## src/rtl/mlt_pkg.sv

```systemverilog
// Shared constants, command and status codes, and chain transfer types of the MAC table.
`default_nettype none

package mlt_pkg;

   localparam int MAC_W                 = 48;
   localparam int PORT_W                = 32;
   localparam int MCAST_BIT             = 40;
   localparam int TABLE_ENTRIES_DEFAULT = 64;
   localparam int IDX_W_DEFAULT         = $clog2(TABLE_ENTRIES_DEFAULT);

   localparam logic [PORT_W-1:0] FLOOD_PORT_RESET = 32'hFFFF_FFFB;

   localparam logic [1:0] CMD_FRAME  = 2'd0;
   localparam logic [1:0] CMD_EXPIRE = 2'd1;
   localparam logic [1:0] CMD_CLEAR  = 2'd2;

   localparam logic [2:0] ST_HIT       = 3'd0;
   localparam logic [2:0] ST_MISS      = 3'd1;
   localparam logic [2:0] ST_SRC_MCAST = 3'd2;
   localparam logic [2:0] ST_DST_MCAST = 3'd3;
   localparam logic [2:0] ST_DONE      = 3'd4;

   // Search token that walks the row of cells, one cell per cycle.
   typedef struct packed {
      logic              active;
      logic              src_hit;
      logic              dst_hit;
      logic              f1_ok;
      logic              f2_ok;
      logic [PORT_W-1:0] dst_port;
   } tok_type;

   // Broadcast write-back; entry indexes travel beside it.
   typedef struct packed {
      logic              a_set;
      logic              a_kill;
      logic              b_set;
      logic              clear_all;
      logic [MAC_W-1:0]  a_mac;
      logic [PORT_W-1:0] a_port;
      logic [MAC_W-1:0]  b_mac;
      logic [PORT_W-1:0] b_port;
   } wr_type;

endpackage

`default_nettype wire

```

## src/rtl/mlt_cell.sv

```systemverilog
// One table entry with its own comparators and one stage of the search token.
`default_nettype none

module mlt_cell
   import mlt_pkg::*;
#(
   parameter int IDX_W      = IDX_W_DEFAULT,
   parameter int CELL_INDEX = 0
) (
   input  wire logic              clock,
   input  wire logic              reset,
   input  wire logic [MAC_W-1:0]  src_key,
   input  wire logic [MAC_W-1:0]  dst_key,
   input  wire tok_type           prev_tok,
   input  wire logic [IDX_W-1:0]  prev_src_idx,
   input  wire logic [IDX_W-1:0]  prev_f1_idx,
   input  wire logic [IDX_W-1:0]  prev_f2_idx,
   output tok_type                next_tok,
   output logic      [IDX_W-1:0]  next_src_idx,
   output logic      [IDX_W-1:0]  next_f1_idx,
   output logic      [IDX_W-1:0]  next_f2_idx,
   input  wire wr_type            wr,
   input  wire logic [IDX_W-1:0]  wr_a_idx,
   input  wire logic [IDX_W-1:0]  wr_b_idx
);

   localparam logic [IDX_W-1:0] MY_IDX = IDX_W'(CELL_INDEX);

   logic              valid_ff;
   logic [MAC_W-1:0]  mac_ff;
   logic [PORT_W-1:0] port_ff;

   tok_type           tok_ff, tok_in;
   logic [IDX_W-1:0]  src_idx_ff, src_idx_in;
   logic [IDX_W-1:0]  f1_idx_ff, f1_idx_in;
   logic [IDX_W-1:0]  f2_idx_ff, f2_idx_in;

   logic src_match, dst_match, a_sel, b_sel;

   assign src_match = valid_ff && (mac_ff == src_key);
   assign dst_match = valid_ff && (mac_ff == dst_key);
   assign a_sel     = (wr_a_idx == MY_IDX);
   assign b_sel     = (wr_b_idx == MY_IDX);

   // fold this entry into the passing token
   always_comb begin
      tok_in     = prev_tok;
      src_idx_in = prev_src_idx;
      f1_idx_in  = prev_f1_idx;
      f2_idx_in  = prev_f2_idx;
      if (prev_tok.active) begin
         if (src_match && !prev_tok.src_hit) begin
            tok_in.src_hit = 1'b1;
            src_idx_in     = MY_IDX;
         end
         if (dst_match && !prev_tok.dst_hit) begin
            tok_in.dst_hit  = 1'b1;
            tok_in.dst_port = port_ff;
         end
         if (!valid_ff) begin
            if (!prev_tok.f1_ok) begin
               tok_in.f1_ok = 1'b1;
               f1_idx_in    = MY_IDX;
            end else if (!prev_tok.f2_ok) begin
               tok_in.f2_ok = 1'b1;
               f2_idx_in    = MY_IDX;
            end
         end
      end
   end

   always_ff @(posedge clock) begin
      if (reset) begin
         tok_ff.active <= 1'b0;
      end else begin
         tok_ff     <= tok_in;
         src_idx_ff <= src_idx_in;
         f1_idx_ff  <= f1_idx_in;
         f2_idx_ff  <= f2_idx_in;
      end
   end

   always_ff @(posedge clock) begin
      if (reset) begin
         valid_ff <= 1'b0;
      end else if (wr.clear_all) begin
         valid_ff <= 1'b0;
      end else if (wr.a_kill && a_sel) begin
         valid_ff <= 1'b0;
      end else if ((wr.a_set && a_sel) || (wr.b_set && b_sel)) begin
         valid_ff <= 1'b1;
      end
   end

   always_ff @(posedge clock) begin
      if (wr.a_set && a_sel) begin
         mac_ff  <= wr.a_mac;
         port_ff <= wr.a_port;
      end else if (wr.b_set && b_sel) begin
         mac_ff  <= wr.b_mac;
         port_ff <= wr.b_port;
      end
   end

   assign next_tok     = tok_ff;
   assign next_src_idx = src_idx_ff;
   assign next_f1_idx  = f1_idx_ff;
   assign next_f2_idx  = f2_idx_ff;

endmodule

`default_nettype wire

```

## config.mk

```make
export PLATFORM = sky130hd
export DESIGN_NAME = mlt_cell
export DESIGN_NICKNAME = d
export VERILOG_FILES = /design/src/rtl/mlt_pkg.sv /design/src/rtl/mlt_cell.sv
export SDC_FILE = /design/constraint.sdc
export NUM_CORES = 1
export LEC_CHECK = 0
export ABC_AREA = 1
export BUFFER_PORTS_ARGS = -buffer_cell sky130_fd_sc_hd__buf_2
export CAP_MARGIN = 20
export CORE_MARGIN = 8
export CORE_UTILIZATION = 41
export CTS_CLUSTER_SIZE = 14
export DETAILED_ROUTE_END_ITERATION = 8
export GPL_TIMING_DRIVEN = 0
export PLACE_DENSITY_LB_ADDON = 0.08
export SKIP_LAST_GASP = 1
export SLEW_MARGIN = 25
export SYNTH_ARGS = -nofsm -noshare
export SYNTH_HDL_FRONTEND = slang
export SYNTH_SLANG_ARGS = --single-unit
```

## constraint.sdc

```tcl
create_clock -name clock -period 7.8 [get_ports clock]
set_input_delay 1.56 -clock clock [delete_from_list [all_inputs] [get_ports clock]]
set_output_delay 1.56 -clock clock [all_outputs]
set_load 0.01 [all_outputs]
```

======== Yosys cells after proc, flatten, opt, wreduce, memory -nomap -nowiden ========
Index checks and enable logic that the tools add are counted.
word-level totals
  latch bits .............................. 0
  logic and storage cells ................. 47
  ROM bits ................................ 0
  bits in writable memories ............... 0
  flip-flop bits (word level) ............. 136
  memories kept ........................... 0
cells by class
  multipliers ............................. 0
  magnitude comparators ................... 0
  bitwise operators ....................... 0
  $add $sub $neg .......................... 0
  divide/modulo/power cells ............... 0
  multiplexer cells ....................... 19
  shift-type cells ........................ 0
  reductions and logical operators ........ 14
  equality and inequality tests ........... 2
operators with widths
  operator             count
  $eq A48 B48 Y1       2
  $mux W32             3
  $mux W48             2
  $mux W6              9
  $mux W36             1
  $logic_not A6 Y1     2
  $logic_and A1 B1 Y1  7
  $mux W1              3
  $reduce_or A3 Y1     1
  $logic_not A1 Y1     2
  $mux W2              1
  $reduce_bool A2 Y1   1
  $logic_or A1 B1 Y1   1

======== Logic depth before layout (Yosys ltp) ========
Gate-level depths: netlist (run 1).
  depth in word-level cells ............... 5
  gate-level depth with buffers ........... 12

======== Worst setup path before layout (run 1) ========
OpenSTA, ideal clock, no wires.
  path kind ............................... in2reg
  start point ............................. in wr_a_idx[3]
  end point ............................... reg mac_ff[0] (enable)
  path buffers ............................ 1
  stages .................................. 6
  setup time .............................. 0.441 ns
  slack ................................... 3.453 ns
  data required time ...................... 7.359 ns
  arrival ................................. 3.906 ns
  cell sequence ........................... nor2_1 -> nand2_1 -> nor3_2 -> nand2_1 -> buf_2 -> nand2_1
on the way
  cells in the longest elaborated chain, start to end .. 3
RTL lines
  element                       RTL line         source
  from (decl)                   mlt_cell.sv:23   input wire logic [IDX_W-1:0] wr_a_idx,
  $logic_not A6 Y1              mlt_cell.sv:42   assign a_sel = (wr_a_idx == MY_IDX);
  $logic_and A1 B1 Y1           mlt_cell.sv:96   if (wr.a_set && a_sel) begin
  $reduce_bool A2 Y1 (no line)  --
  to (signal assigned)          mlt_cell.sv:97   mac_ff <= wr.a_mac;
  to (signal assigned)          mlt_cell.sv:100  mac_ff <= wr.b_mac;
  to (decl)                     mlt_cell.sv:30   logic [MAC_W-1:0] mac_ff;
Every way passes these cells.
A chain may end at the register's enable or synchronous reset.

======== Final worst setup path (run 1) ========
  start point ............................. in wr_a_idx[3]
  end point ............................... reg mac_ff[2] (enable)
Same word-level chain as after synthesis.

==> out/metrics.csv, run 1 <==
stage,metric,value,unit
job,Max-Cap Viols,0,
critical_path,crit path launch type,input pin,
timing,final hold vios,0,
clock_tree,root buf cell,clkbuf_16,
placement,port buffer count,383,
power,Max IR drop VDD,0.000145,V
critical_path,slowest CP cell,nand2_4,
global_routing,largest net degree at the start of global routing,55,
timing,clk_skew,0.00996,ns
logic_synthesis,cell with the most instances after synthesis,nand2_1,
detailed_routing,Vias,6570,
critical_path,Worst EP arrival,3.51,ns
min_path,Hold EP,next_tok[27]$_DFFE_PN_,
clock_tree,Clock Tree Buf Depth,2,
logic_synthesis,simple-gate portion of the synthesized area,0.205,
die,Initial Util,0.416,
detailed_routing,DR pass1 iterations,6,
finish,nets,1497,
logic_synthesis,Yosys cell types,29,
logic_synthesis,Mapped Area,0.00744,sq mm
die,area of the core,0.0179,sq mm
logic_synthesis,Synth Instances,765,
logic_synthesis,mux contribution to synthesized area,0.121,
detailed_routing,via/cell ratio,4.65,
timing,setup TNS,0,ns
finish,layout filler cell count,1679,
clock_tree,H-tree Lvls,4,
die,Die ar.,0.0227,sq mm
timing,Slew @ Worst Pin,0.696,ns
logic_synthesis,ys async rst share,0,
placement,post-DP HPWL,21100,um
critical_path,critical-path cell list,buf_2 > nor2_1 > nand2_1 > nor3_2 > nand2_1 > buf_2 > nand2_4 > buf_16,
power,PD cells,188,mW/mm^2
global_routing,vias in the first global route,6774,
detailed_routing,DRT Wirelength,25300,um
die,row count,49,
detailed_routing,drt wl/cell,17.9,um
timing,setup ws final,4.39,ns
critical_path,"Worst Path Class, Setup",in2reg,
detailed_routing,WL met3,2460,um
critical_path,worst reg-to-reg path cell count,11,
critical_path,R2R Path Start,mac_ff[13]$_DFFE_PP_,
logic_synthesis,post-synth top area share,0.541,
detailed_routing,Antenna Nets Post-Route,0,
detailed_routing,initial DRC count,292,
timing,unrepaired setup endpoints after global routing,no,
logic_synthesis,post-synthesis compound-gate area fraction,0.0208,
finish,Layout area overhead,38.8,%
detailed_routing,wire length on met2,13000,um
min_path,HP Class,reg2reg,
critical_path,crit-path max cell delay,0.41,ns
placement,DP Worst Slack,3.86,ns
die,Die H,151,um
clock_tree,clk sinks,136,
power,Pleak,5.13,nW
logic_synthesis,sequential-to-total area share from yosys stat,0.546,
timing,min Tclk post-route,3.41,ns
global_routing,GRT Overall Usage,0.215,
logic_synthesis,Post-synth EDFFs,134,
logic_synthesis,Post-synth top flop,edfxtp_1,
logic_synthesis,main combinational cell family by area after synthesis,simple AND/OR/NAND/NOR gates,
critical_path,required time worst endpoint,7.90,ns
clock_tree,TritonCTS clock tree,done,
timing,maximum clock rate,0.293,GHz
critical_path,crit path launch,wr_a_idx[3],
logic_synthesis,"top cells by area, synth","edfxtp_1, nand2_1, mux2_2",
logic_synthesis,Syn Area/Cell,9.73,sq um
logic_synthesis,Synth top cells by count,"nand2_1, edfxtp_1, inv_1, mux2_2, nor2_1",
detailed_routing,Top Metal Used,met5,
critical_path,CP max FO,49,
die,Die W,151,um
global_routing,grt total ovfl,0,
die,IO Count,384,
detailed_routing,residual DRC count,0,
logic_synthesis,"area leader, netlist",edfxtp_1,
timing,endpoints failing setup,0,
logic_synthesis,xor/xnor cell area share of the yosys netlist,0.0330,
clock_tree,Num CTS Buffers,17,
logic_synthesis,Yosys reg bits,136,
detailed_routing,met1 wire length,9460,um
clock_tree,later-pin clock latency in the skew report,0.42,ns
critical_path,Buf/Inv on CP,3,
finish,share of cells above drive strength 1,0.448,
placement,DP Cell Count,1378,
critical_path,"CP delay by family, top",simple AND/OR/NAND/NOR gates,
min_path,HP Start,port_ff[27]$_DFFE_PP_,
clock_tree,clk slew on worst S/H paths,0.06,ns
timing,Final Slew Violations,0,
clock_tree,setup repair bufs after CTS,0,
logic_synthesis,Post-Synth Adder-Cell Area,0,
clock_tree,hold_buf cts,0,
critical_path,RR Endpoint,next_tok[24]$_DFFE_PN_,
clock_tree,cts repair resizes,0,
finish,final std cells w/o fill,1414,
logic_synthesis,net count after synthesis,1094,
global_routing,antenna violations before repair,8,
critical_path,CP Capture Type,flip-flop,
timing,"Period Utilization, post-route",0.437,
placement,routability cong.,0.826,
timing,Rel. slew slack,0.536,
critical_path,register-to-register setup slack,5.73,ns
logic_synthesis,Syn. warnings,0,
min_path,Worst Hold Path Cells,2,
global_routing,first-pass GRT wire length,36000,um
status,outcome,finished clean,
==> logic make-up after synthesis <==
group                     Yosys count
buffers and inverters             132
AOI/OAI and AO/OA                  28
and+or+nand+nor                   361
DFF                               136
muxes                              80
xor gates and xnor gates           28
==> per-stage QoR <==
| stage | util | hold slack [ns] | total power, mW | area (sq um) |
|---|---|---|---|---|
| final | 0.577 | 0.571 | 1.94 | 10300 |
| after detailed placement | 0.541 | 0.556 | 1.07 | 9680 |
| after global routing | 0.577 | 0.587 | 2.01 | 10300 |
| after floorplan | - | 0.487 | 0.944 | 7440 |
| after CTS | 0.577 | 0.572 | 1.96 | 10300 |
| after global placement | 0.539 | 0.549 | 1.07 | 9650 |
==> how the worst max path moves through the flow <==
stage	slack [ns]	depth (start not counted)	to
2_1_floorplan	3.45	6	mac_ff[0]$_DFFE_PP_
3_3_place_gp	1.83	7	mac_ff[13]$_DFFE_PP_
3_5_place_dp	3.86	8	mac_ff[13]$_DFFE_PP_
4_1_cts	4.31	8	mac_ff[10]$_DFFE_PP_
5_1_grt	4.20	8	mac_ff[8]$_DFFE_PP_
6_report	4.39	8	mac_ff[2]$_DFFE_PP_
==> sequential cells by signal, indices dropped and copies added, names as in the netlist <==
name / flops
mac_ff: 48
next_tok: 37
valid_ff: 1
next_f2_idx: 6
next_src_idx: 6
next_f1_idx: 6
port_ff: 32
==> cell usage in the layout, fill, tap and decap left out, types with 4 or more instances in the layout <==
cell type	Yosys	layout
buf_2	8	391
nand2_1	246	245
edfxtp_1	134	134
inv_1	103	102
mux2_2	80	80
nor2_1	58	58
nand4_1	37	37
xnor2_1	22	22
clkbuf_16	0	17
nand3_1	11	11
o21ai_0	11	11
inv_2	9	9
o21ai_1	9	9
xor2_1	6	6
buf_4	6	6
diode_2	0	4
o22ai_1	4	4
clkbuf_1	3	4
inv_6	0	4
bufinv_16	0	4
==> routing by layer <==
layer / up-vias / global-route usage
met5: - / 0
met4: 8 / 0.0811
met3: 34 / 0.0745
met2: 254 / 0.379
met1: 2931 / 0.235
li1: 3343 / -
==> tightest hold or removal path, cell delays in order (launching register included) <==
cell      delay [ns]
edfxtp_1        0.32
nand4_1         0.08
nand2_1         0.07
==> layout make-up <==
class	instances	area (sq um)	area share
Tap cell	229	287	0.0277
Sequential cell	136	4060	0.393
Clock buffer	18	429	0.0415
Inverter	112	423	0.0409
Timing Repair Buffer	384	1940	0.188
Clock inverter	14	210	0.0203
Buffer	20	130	0.0126
Antenna cell	4	10.0	0.000969
Multi-Input combinational cell	497	2840	0.274
==> report_power, final <==
group	switching (mW)	leakage, nW	internal, mW	total (mW)
clock	0.339	0.312	0.546	0.884
combinational	0.101	3.55	0.113	0.214
sequential	0.00799	1.27	0.834	0.842
total	0.448	5.13	1.49	1.94
No activity file was read; power rests on OpenSTA's default activity.
==> run 2: changes to the inputs <==
--- a/config.mk
+++ b/config.mk
@@ -5,13 +5,13 @@
 export SDC_FILE = /design/constraint.sdc
 export NUM_CORES = 1
 export LEC_CHECK = 0
-export ABC_AREA = 1
+export ABC_AREA = 0
 export BUFFER_PORTS_ARGS = -buffer_cell sky130_fd_sc_hd__buf_2
 export CAP_MARGIN = 20
-export CORE_MARGIN = 8
-export CORE_UTILIZATION = 41
+export CORE_AREA = 8 8 143 145
 export CTS_CLUSTER_SIZE = 14
 export DETAILED_ROUTE_END_ITERATION = 8
+export DIE_AREA = 0 0 151 153
 export GPL_TIMING_DRIVEN = 0
 export PLACE_DENSITY_LB_ADDON = 0.08
 export SKIP_LAST_GASP = 1
==> constraint.sdc (replaced) <==
create_clock -name clock -period 2.9 [get_ports clock]
set_input_delay 0.58 -clock clock [delete_from_list [all_inputs] [get_ports clock]]
set_output_delay 0.58 -clock clock [all_outputs]
set_load 0.01 [all_outputs]
==> run 2 against run 1 <==
- synthesized area decreased by 8.0%
- sequential share of layout area up 2.4 points
- global-route usage decreased by 1.4 points
- register-to-register slack worse by 5.5 ns
- clock power is 130% higher
- non-clock buffer count unchanged
- clock-buffer cell count rose by 2
- worst setup slack got worse by 4.2 ns
==> out/metrics.csv, run 2 <==
stage,metric,value,unit,change
detailed_routing,via/cell ratio,4.74,,+2.0%
critical_path,RR Endpoint,next_tok[9]$_DFFE_PN_,,
finish,share of cells above drive strength 1,0.630,,+0.182
global_routing,largest net degree at the start of global routing,55,,unchanged
global_routing,first-pass GRT wire length,34000,um,-5.7%
clock_tree,hold_buf cts,0,,unchanged
detailed_routing,Antenna Nets Post-Route,0,,unchanged
detailed_routing,residual DRC count,0,,unchanged
finish,layout filler cell count,1622,,-3.4%
logic_synthesis,"area leader, netlist",edfxtp_1,,
logic_synthesis,cell with the most instances after synthesis,edfxtp_1,,
global_routing,grt total ovfl,0,,unchanged
logic_synthesis,Yosys reg bits,136,,unchanged
placement,post-DP HPWL,19800,um,-6.1%
detailed_routing,initial DRC count,166,,-43%
critical_path,CP Capture Type,flip-flop,,
finish,number of flip-flops in the largest register,48,,unchanged
logic_synthesis,sequential-to-total area share from yosys stat,0.593,,+0.0473
logic_synthesis,Post-synth top flop,edfxtp_1,,
clock_tree,later-pin clock latency in the skew report,0.42,ns,about the same
critical_path,crit path launch,wr_b_idx[2],,
logic_synthesis,net count after synthesis,769,,-30%
critical_path,CP max FO,11,,-78%
logic_synthesis,Synth top cells by count,"edfxtp_1, mux2_2, xnor2_1, xor2_1, mux2_4",,
timing,Slew @ Worst Pin,0.936,ns,+0.240 ns
detailed_routing,Vias,5227,,-20%
placement,port buffer count,383,,unchanged
status,outcome,finished clean,,
die,area of the core,0.0183,sq mm,+2.0%
logic_synthesis,"top cells by area, synth","edfxtp_1, mux2_2, mux2_4",,
finish,nets,1181,,-21%
clock_tree,Clock Tree Buf Depth,2,,unchanged
clock_tree,H-tree Lvls,4,,unchanged
finish,post-route cell area,0.00974,sq mm,-5.7%
power,Max IR drop VDD,0.000401,V,+180%
clock_tree,clk sinks,136,,unchanged
die,Die W,151,um,+0.18%
job,Max-Cap Viols,0,,unchanged
finish,Layout area overhead,42.2,%,
die,Die H,153,um,+1.5%
logic_synthesis,post-synth top area share,0.588,,+0.0468
critical_path,crit path launch type,input pin,,
detailed_routing,drt wl/cell,21.5,um,+20%
finish,final std cells w/o fill,1103,,-22%
clock_tree,Num CTS Buffers,17,,unchanged
die,row count,50,,+2.0%
placement,dpl cell area,0.00916,sq mm,-5.4%
timing,Final Slew Violations,0,,unchanged
timing,maximum clock rate,0.367,GHz,
timing,clk_skew,0.0100,ns,+0.0000511 ns
timing,"Period Utilization, post-route",0.940,,
clock_tree,clk slew on worst S/H paths,0.06,ns,about the same
critical_path,Worst EP arrival,2.84,ns,-0.67 ns
logic_synthesis,Yosys cell types,34,,+17%
min_path,HP Class,in2reg,,
finish,most frequent cells in the layout,"buf_2, edfxtp_1, mux2_2",,
power,Pleak,4.16,nW,-19%
power,Tot Pwr,4.87,mW,+150%
placement,routability cong.,0.829,,+0.34%
global_routing,vias in the first global route,6021,,-11%
placement,DP Cell Count,1065,,-23%
detailed_routing,DRT Wirelength,23700,um,-6.4%
die,Die ar.,0.0231,sq mm,+1.7%
logic_synthesis,Mapped Area,0.00685,sq mm,-8.0%
die,Initial Util,0.375,,-0.0408
timing,min Tclk post-route,2.73,ns,
finish,most flop-heavy register,mac_ff,,
logic_synthesis,Post-synth EDFFs,134,,unchanged
logic_synthesis,Syn. warnings,0,,unchanged
logic_synthesis,ys async rst share,0,,unchanged
detailed_routing,DR pass1 iterations,6,,unchanged
timing,Worst Hold Slack,0.331,ns,-0.240 ns
global_routing,GRT Overall Usage,0.201,,-0.0142
critical_path,R2R Path Start,mac_ff[43]$_DFFE_PP_,,
critical_path,required time worst endpoint,3.02,ns,-4.88 ns
timing,final hold vios,0,,unchanged
logic_synthesis,Syn Area/Cell,15.6,sq um,+60%
logic_synthesis,Synth Instances,440,,-42%
global_routing,antenna violations before repair,6,,-2
power,PD cells,500,mW/mm^2,+170%
clock_tree,root buf cell,clkbuf_16,,
timing,unrepaired setup endpoints after global routing,no,,
timing,Rel. slew slack,0.376,,-0.160
critical_path,worst reg-to-reg path cell count,8,,-3
clock_tree,TritonCTS clock tree,done,,
critical_path,Worst Setup EP,mac_ff[6]$_DFFE_PP_,,
timing,endpoints failing setup,0,,unchanged
critical_path,"Worst Path Class, Setup",in2reg,,
die,IO Count,384,,unchanged
finish,"most common cell after layout, fill and taps aside",buf_2,,
critical_path,register-to-register setup slack,0.21,ns,-5.52 ns
run 2: worst min-delay path by stage:
stage                          startpoint                     to  slack (ns)  cells past startpoint
floorplan           valid_ff$_SDFFE_PP0P_  valid_ff$_SDFFE_PP0P_        0.48                      2
global placement    valid_ff$_SDFFE_PP0P_  valid_ff$_SDFFE_PP0P_        0.50                      2
detailed placement  valid_ff$_SDFFE_PP0P_  valid_ff$_SDFFE_PP0P_        0.53                      2
CTS                               wr[160]  valid_ff$_SDFFE_PP0P_        0.32                      2
global route                      wr[160]  valid_ff$_SDFFE_PP0P_        0.32                      2
finish                            wr[160]  valid_ff$_SDFFE_PP0P_        0.33                      2
run 2: worst max-delay path, stage by stage:
cell and delay, ns:
buf_2 0.10, or4b_4 0.54, o41ai_4 0.75, buf_6 0.26, buf_6 0.16, buf_4 0.21
buf_4 0.23
run 2: cells by family (layout without fill, tap and decap cells):
family / count (synthesis) / in the layout / share of synthesized area
AOI/OAI and AO/OA: 16 / 16 / 0.0201
xor gates and xnor gates: 82 / 82 / 0.105
buffers and inverters: 25 / 450 / 0.0170
DFF: 136 / 136 / 0.593
muxes: 112 / 112 / 0.201
other: 0 / 4 / 0
and+or+nand+nor: 69 / 69 / 0.0641
run 2: area by class of cell:
type / count / area, sq um / share of cell area
antenna: 4 / 10.0 / 0.00103
buffer: 11 / 63.8 / 0.00655
clock buffer: 20 / 447 / 0.0459
clock inverter: 12 / 103 / 0.0105
inverter: 14 / 55.1 / 0.00565
multi-input combinational: 279 / 2700 / 0.277
sequential: 136 / 4060 / 0.417
tap: 234 / 293 / 0.0301
timing repair buffer: 393 / 2010 / 0.206
run 2: report_power, final:
part | total [mW] | internal (mW) | switching, mW
Clock | 2.04 | 1.20 | 0.843
Combinational | 0.562 | 0.325 | 0.236
Sequential | 2.27 | 2.25 | 0.0226
Total | 4.87 | 3.77 | 1.10
run 2: stage by stage:
step                utilization  TNS [ns]  setup WS, ns
floorplan                     -   -112.10         -1.38
global placement          0.497   -251.10         -2.87
detailed placement        0.501    -44.39        -0.621
CTS                       0.533         0         0.135
global route              0.533         0        0.0538
finish                    0.533         0         0.173
run 2: repair_timing:
item,4_1_cts,5_1_grt
setup endpoints to repair,40,0
endpoints found under the hold margin,0,0
buffers inserted,2,0
gates resized for setup,2,0
run 2: per-layer routing:
metal / GRT usage / wire length, um / up-vias
li1: - / - / 2500
met1: 0.207 / 8610 / 2438
met2: 0.369 / 12500 / 249
met3: 0.0741 / 2180 / 34
met4: 0.0618 / 362 / 6
met5: 0 / 28 / -
